--- config.mk ---
export PLATFORM = sky130hd
export DESIGN_NAME = iprol_ctrl
export DESIGN_NICKNAME = d
export VERILOG_FILES = /design/src/design/iprol_pkg.sv /design/src/design/iprol_ctrl.sv
export SDC_FILE = /design/constraint.sdc
export NUM_CORES = 1
export LEC_CHECK = 0
export BUFFER_PORTS_ARGS = -buffer_cell sky130_fd_sc_hd__clkbuf_2
export CAP_MARGIN = 20
export CORE_AREA = 2 2 119 121
export DETAILED_ROUTE_END_ITERATION = 10
export DIE_AREA = 0 0 121 123
export HOLD_SLACK_MARGIN = 0.02
export PLACE_DENSITY = 0.71
export SLEW_MARGIN = 20
export SYNTH_ARGS = -nofsm -noshare
export SYNTH_HDL_FRONTEND = slang
export SYNTH_SLANG_ARGS = --single-unit
--- constraint.sdc ---
create_clock -name clk -period 3.5 [get_ports clk]
set_input_delay 0.175 -clock clk [delete_from_list [all_inputs] [get_ports clk]]
set_output_delay 0.175 -clock clk [all_outputs]
set_load 0.01 [all_outputs]
--- src/design/iprol_pkg.sv ---
// shared constants, codes and types for the address range owner lookup table
package iprol_pkg;

  // table geometry
  localparam int TABLE_DEPTH = 256;
  localparam int IDX_W       = $clog2(TABLE_DEPTH);
  localparam int CNT_W       = $clog2(TABLE_DEPTH + 1);

  // field widths
  localparam int FUNC_W   = 2;
  localparam int ADDR_W   = 32;
  localparam int PREFIX_W = 24;
  localparam int OCTET_W  = 8;
  localparam int OWNER_W  = 32;

  // configuration port
  localparam int CFG_ADDR_W = 2;
  localparam int CFG_DATA_W = 32;
  localparam logic [CFG_ADDR_W-1:0] REG_LOOKUP_DISABLED = CFG_ADDR_W'(0);

  // operation codes
  typedef enum logic [FUNC_W-1:0] {
    FUNC_LOOKUP = 2'd0,
    FUNC_INSERT = 2'd1,
    FUNC_CLEAR  = 2'd2,
    FUNC_QUERY  = 2'd3
  } func_t;

  // stored entry key: prefix, first octet, last octet
  typedef struct packed {
    logic [PREFIX_W-1:0] prefix;
    logic [OCTET_W-1:0]  first;
    logic [OCTET_W-1:0]  last;
  } key_t;

  localparam int KEY_W = $bits(key_t);

  // one result item
  typedef struct packed {
    logic               hit;
    logic [OWNER_W-1:0] owner;
    logic               present;
    logic               rejected;
  } res_t;

  // table memory access from the sequencer
  typedef struct packed {
    logic               we;
    logic [IDX_W-1:0]   waddr;
    key_t               wkey;
    logic [OWNER_W-1:0] wowner;
    logic               re;
    logic [IDX_W-1:0]   raddr;
  } mem_req_t;

endpackage

--- src/design/iprol_ctrl.sv ---
// sequencer: decodes items, appends and clears entries and scans the table one entry a cycle
module iprol_ctrl import iprol_pkg::*; (
  input  logic                clk,
  input  logic                rst_n,
  input  logic                lookup_disabled,
  input  logic                in_valid,
  output logic                in_ready,
  input  logic [FUNC_W-1:0]   in_func,
  input  logic [ADDR_W-1:0]   in_client_address,
  input  logic [PREFIX_W-1:0] in_net_prefix,
  input  logic [OCTET_W-1:0]  in_range_first,
  input  logic [OCTET_W-1:0]  in_range_last,
  input  logic [OWNER_W-1:0]  in_owner_in,
  output mem_req_t            mem_req,
  input  key_t                rd_key,
  input  logic [OWNER_W-1:0]  rd_owner,
  output logic                res_valid,
  input  logic                res_take,
  output res_t                res
);

  typedef enum logic [2:0] {
    ST_IDLE = 3'b001,
    ST_SCAN = 3'b010,
    ST_RESP = 3'b100
  } state_t;

  state_t              state_r, state_nxt;
  logic [CNT_W-1:0]    count_r, count_nxt;
  logic [CNT_W-1:0]    idx_r, idx_nxt;
  logic                rd_vld_r, rd_vld_nxt;
  logic                is_lookup_r, is_lookup_nxt;
  logic [PREFIX_W-1:0] q_prefix_r, q_prefix_nxt;
  logic [OCTET_W-1:0]  q_octet_r, q_octet_nxt;
  res_t                res_r, res_nxt;

  func_t func;
  logic  full;
  logic  match;
  logic  scan_issue;

  assign func = func_t'(in_func);
  assign full = (count_r == CNT_W'(TABLE_DEPTH));

  // compare the entry read last cycle against the held query
  assign match = (rd_key.prefix == q_prefix_r) &&
                 (!is_lookup_r || ((rd_key.first <= q_octet_r) && (q_octet_r <= rd_key.last)));

  // keep reading while entries remain and no match has come back
  assign scan_issue = (state_r == ST_SCAN) && !(rd_vld_r && match) && (idx_r < count_r);

  // table access; writes only happen on accept in idle, so reads never overlap them
  always_comb begin
    mem_req.we     = in_valid && (state_r == ST_IDLE) && (func == FUNC_INSERT) && !full;
    mem_req.waddr  = count_r[IDX_W-1:0];
    mem_req.wkey   = '{prefix: in_net_prefix, first: in_range_first, last: in_range_last};
    mem_req.wowner = in_owner_in;
    mem_req.re     = scan_issue;
    mem_req.raddr  = idx_r[IDX_W-1:0];
  end

  assign in_ready  = (state_r == ST_IDLE);
  assign res_valid = (state_r == ST_RESP);
  assign res       = res_r;

  // next state
  always_comb begin
    state_nxt     = state_r;
    count_nxt     = count_r;
    idx_nxt       = idx_r;
    rd_vld_nxt    = rd_vld_r;
    is_lookup_nxt = is_lookup_r;
    q_prefix_nxt  = q_prefix_r;
    q_octet_nxt   = q_octet_r;
    res_nxt       = res_r;
    case (state_r)
      ST_IDLE: begin
        if (in_valid) begin
          res_nxt       = '0;
          idx_nxt       = '0;
          rd_vld_nxt    = 1'b0;
          is_lookup_nxt = (func == FUNC_LOOKUP);
          q_prefix_nxt  = (func == FUNC_LOOKUP) ? in_client_address[PREFIX_W-1:0]
                                                : in_net_prefix;
          q_octet_nxt   = in_client_address[ADDR_W-1 -: OCTET_W];
          case (func)
            FUNC_LOOKUP: begin
              state_nxt = lookup_disabled ? ST_RESP : ST_SCAN;
            end
            FUNC_INSERT: begin
              if (full) begin
                res_nxt.rejected = 1'b1;
              end else begin
                count_nxt = count_r + CNT_W'(1);
              end
              state_nxt = ST_RESP;
            end
            FUNC_CLEAR: begin
              count_nxt = '0;
              state_nxt = ST_RESP;
            end
            FUNC_QUERY: begin
              state_nxt = ST_SCAN;
            end
            default: begin
              state_nxt = ST_RESP;
            end
          endcase
        end
      end
      ST_SCAN: begin
        rd_vld_nxt = scan_issue;
        if (scan_issue) begin
          idx_nxt = idx_r + CNT_W'(1);
        end
        if (rd_vld_r && match) begin
          if (is_lookup_r) begin
            res_nxt.hit   = 1'b1;
            res_nxt.owner = rd_owner;
          end else begin
            res_nxt.present = 1'b1;
          end
          state_nxt = ST_RESP;
        end else if (!scan_issue && !rd_vld_r) begin
          // every stored entry checked without a match
          state_nxt = ST_RESP;
        end
      end
      ST_RESP: begin
        if (res_take) begin
          state_nxt = ST_IDLE;
        end
      end
      default: begin
        state_nxt = ST_IDLE;
      end
    endcase
  end

  // control registers
  always_ff @(posedge clk) begin
    if (!rst_n) begin
      state_r  <= ST_IDLE;
      count_r  <= '0;
      rd_vld_r <= 1'b0;
    end else begin
      state_r  <= state_nxt;
      count_r  <= count_nxt;
      rd_vld_r <= rd_vld_nxt;
    end
  end

  // query and result registers
  always_ff @(posedge clk) begin
    idx_r       <= idx_nxt;
    is_lookup_r <= is_lookup_nxt;
    q_prefix_r  <= q_prefix_nxt;
    q_octet_r   <= q_octet_nxt;
    res_r       <= res_nxt;
  end

endmodule

==> qor.yml <==
status: "finished clean"
viasPerCell: 4.78
grt_usage_pct: 15.8
ys.flop_type: "edfxtp_1"
n_antenna_cell: 0
p_leak_uw: 0.00295
cts_sinks: 90
total_power_uw: 2910
gp_congestion: 0.846
dieWidth_um: 121
grt_start_max_net_pins: 41
top_level_ports: 310
p_sw_share_pct: 24.6
antenna_found_initial: 0
synth-async-reset-ratio_pct: 0
synth_nets: 679
rows: 43
multi_input_area_um2: 1910
n_fill_cell: 1282
design.core.area_um2: 13600
whs_ns: 0.0409
ctsLongestPathBuffers: 2
min_from: "in_client_address[31]"
cap_violations: 0
syn_area_um2: 5320
cts-hold-fix-buffers: 6
die_h_um: 123
report.final.hold_viol_count: 0
setup_violations: 0
yosysTopAreaCellShare_pct: 43.5
drc_errors: 0
seq_area_um2: 2570
ys_types: 46
cp_data_required_time_ns: 3.49
yosysSeqAreaShare_pct: 48.4
dpl.cell_count: 763
cp-end-kind: "flop"
synthTopCellsByCount: "89 x buf_4, 77 x edfxtp_1, 37 x and3_1"
regToRegSetupSlack_ns: 0.75
hold_end: "q_octet_r[7]$_DFFE_PP_"
fin_worst_skew_ns: 0.00802
synth_edf_count: 77
area_growth_pct: 19.3
startpoint_type: "flop"
clk_pin_slew_ns: 0.07
finalCritPeriodShare_pct: 78.7
route.vias.total: 3752
pwr_density_cell_nw_per_um2: 459
worstMarginPinSlew_ns: 0.989
cts_buffers: 9
dr.pass1.iters: 5
seq_power_share_pct: 45.7
cts-root-buf: "clkbuf_16"
worstHoldPathCells: 1
synth_top_area_cell: "edfxtp_1"
power.switching_uw: 716
netlist_instances: 465
r2r_end: "res[31]$_DFFE_PP_"
post-cts-setup-buffers: 0
hp-class: "primary input to flop"
setup_tns_ns: 0
cts-resized-gates: 0
ys_ff_latch: 90
yosys-top-cells-area: "edfxtp_1 43%, buf_4 13%, ha_1 7.3%, mux2_2 5.1%, dfxtp_1 4.9%"
ys_warn_count: 0
overflow: 0
drtIter0Drc: 217
crit_type: "flop to flop"
cts_tree: "done"
grt_setup_unrepaired: "no"
synth.most_common_cell: "buf_4"
layout.cells.non_filler: 785
dp_hpwl_um: 9230
drive_gt1_share_pct: 44.5
rr_startpoint: "q_octet_r[1]$_DFFE_PP_"
insertion_delay_ns: 0.34
nets: 814
crit_arrival_ns: 2.75
ir_drop_v: 0.000270
wl_per_cell_um: 14.8
htreeDepth: 3
worstRegToRegCells: 10
wl_um: 11600
internal_power_uw: 2200
relSlewSlack_pct: 34.0
slew_viol_final: 0
grt_pass1_vias: 3887
crit_path_max_fanout: 33
finalCriticalPeriod_ns: 2.75
initial_core_util_pct: 39.1
clockPowerShare_pct: 38.3
io_buffers: 213
p_comb_share_pct: 16.0
postRouteAntennaNets: 0
grt_pass1_wl_um: 18100
die_area_um2: 14900
avgSynthCellArea_um2: 11.4
max_freq_mhz: 363
final_core_util_pct: 46.6
-- worst max-delay path, stage by stage, from the launching register on --
cell	delay [ns]
edfxtp_1	0.39
inv_1	0.07
ha_1	0.23
nor2b_1	0.13
o211ai_1	0.16
a21oi_1	0.09
a2111oi_0	0.34
o21ai_1	0.16
a21boi_2	0.28
o21a_1	0.17
buf_4	0.38
-- how the worst max path moves through the flow --
stage / start / to / slack, ns / depth (start not counted)
3_5_place_dp: q_octet_r[1]$_DFFE_PP_ / res[30]$_DFFE_PP_ / 0.72 / 10
2_1_floorplan: q_octet_r[1]$_DFFE_PP_ / res[10]$_DFFE_PP_ / 0.61 / 9
4_1_cts: q_octet_r[1]$_DFFE_PP_ / res[28]$_DFFE_PP_ / 0.72 / 10
6_report: q_octet_r[1]$_DFFE_PP_ / res[31]$_DFFE_PP_ / 0.75 / 10
3_3_place_gp: q_octet_r[1]$_DFFE_PP_ / res[20]$_DFFE_PP_ / 0.78 / 10
5_1_grt: q_octet_r[1]$_DFFE_PP_ / res[31]$_DFFE_PP_ / 0.48 / 10
-- stage by stage --
step	area, µm²	setup WS (ns)
6_report	6350	0.746
5_1_grt	6350	0.479
4_1_cts	6350	0.716
3_5_place_dp	5940	0.723
3_3_place_gp	5940	0.776
2_1_floorplan	5320	0.610
-- cell type report --
class,count,area share (%)
sequential,90,40.5
multi-input combinational,242,30.2
timing repair buffer,224,18.3
clock buffer,9,3.55
tap,180,3.55
inverter,33,1.95
clock inverter,7,1.93
-- sequential cells by signal (all words and copies together) (netlist names) --
register / flops
q_octet_r: 8
q_prefix_r: 24
idx_r: 9
rd_vld_r: 1
state_r: 3
count_r: 9
is_lookup_r: 1
res: 35
-- layer usage --
| metal | part of all wire [%] | vias up | GRT usage, % |
|---|---|---|---|
| met1 | 37 | 1750 | 17.0 |
| li1 | - | 1828 | - |
| met2 | 54 | 155 | 29.0 |
| met5 | 0 | - | 0 |
| met4 | 1.7 | 0 | 6.18 |
| met3 | 6.5 | 19 | 4.70 |
-- kinds of logic (layout without fill, tap and decap cells) --
| logic type | count (synthesis) | count (layout) | share of synthesized area [%] |
|---|---|---|---|
| muxes | 26 | 26 | 5.46 |
| AOI/OAI and AO/OA | 36 | 36 | 4.61 |
| adders and majority gates | 31 | 31 | 7.29 |
| xor gates and xnor gates | 38 | 38 | 6.26 |
| buffers and inverters | 133 | 273 | 15.7 |
| and+or+nand+nor | 111 | 111 | 12.4 |
| DFF | 90 | 90 | 48.4 |
-- layout by cell type (no fill, tap or decap), types with 5 or more instances in the layout --
| cell type | Yosys | routed |
|---|---|---|
| clkbuf_2 | 0 | 213 |
| a21oi_1 | 9 | 9 |
| nand4_1 | 14 | 14 |
| edfxtp_1 | 77 | 77 |
| clkbuf_16 | 0 | 9 |
| mux2_2 | 24 | 24 |
| xor2_1 | 15 | 15 |
| xnor2_1 | 23 | 23 |
| dlygate4sd3_1 | 0 | 6 |
| dfxtp_1 | 13 | 13 |
| and3_1 | 37 | 37 |
| o21ai_0 | 5 | 5 |
| ha_1 | 31 | 31 |
| nand2_1 | 10 | 10 |
| inv_1 | 31 | 31 |
| buf_4 | 89 | 5 |
| nor2_1 | 26 | 26 |
-- power groups by stage --
stage | logic, µW | clock network, µW | registers (µW)
6_report | 465 | 1120 | 1330
5_1_grt | 523 | 1180 | 1340
4_1_cts | 475 | 1150 | 1340
3_5_place_dp | 467 | 0 | 1360
3_3_place_gp | 456 | 0 | 1350
2_1_floorplan | 325 | 0 | 1360
Note: power is estimated with default switching activity, not from simulation.
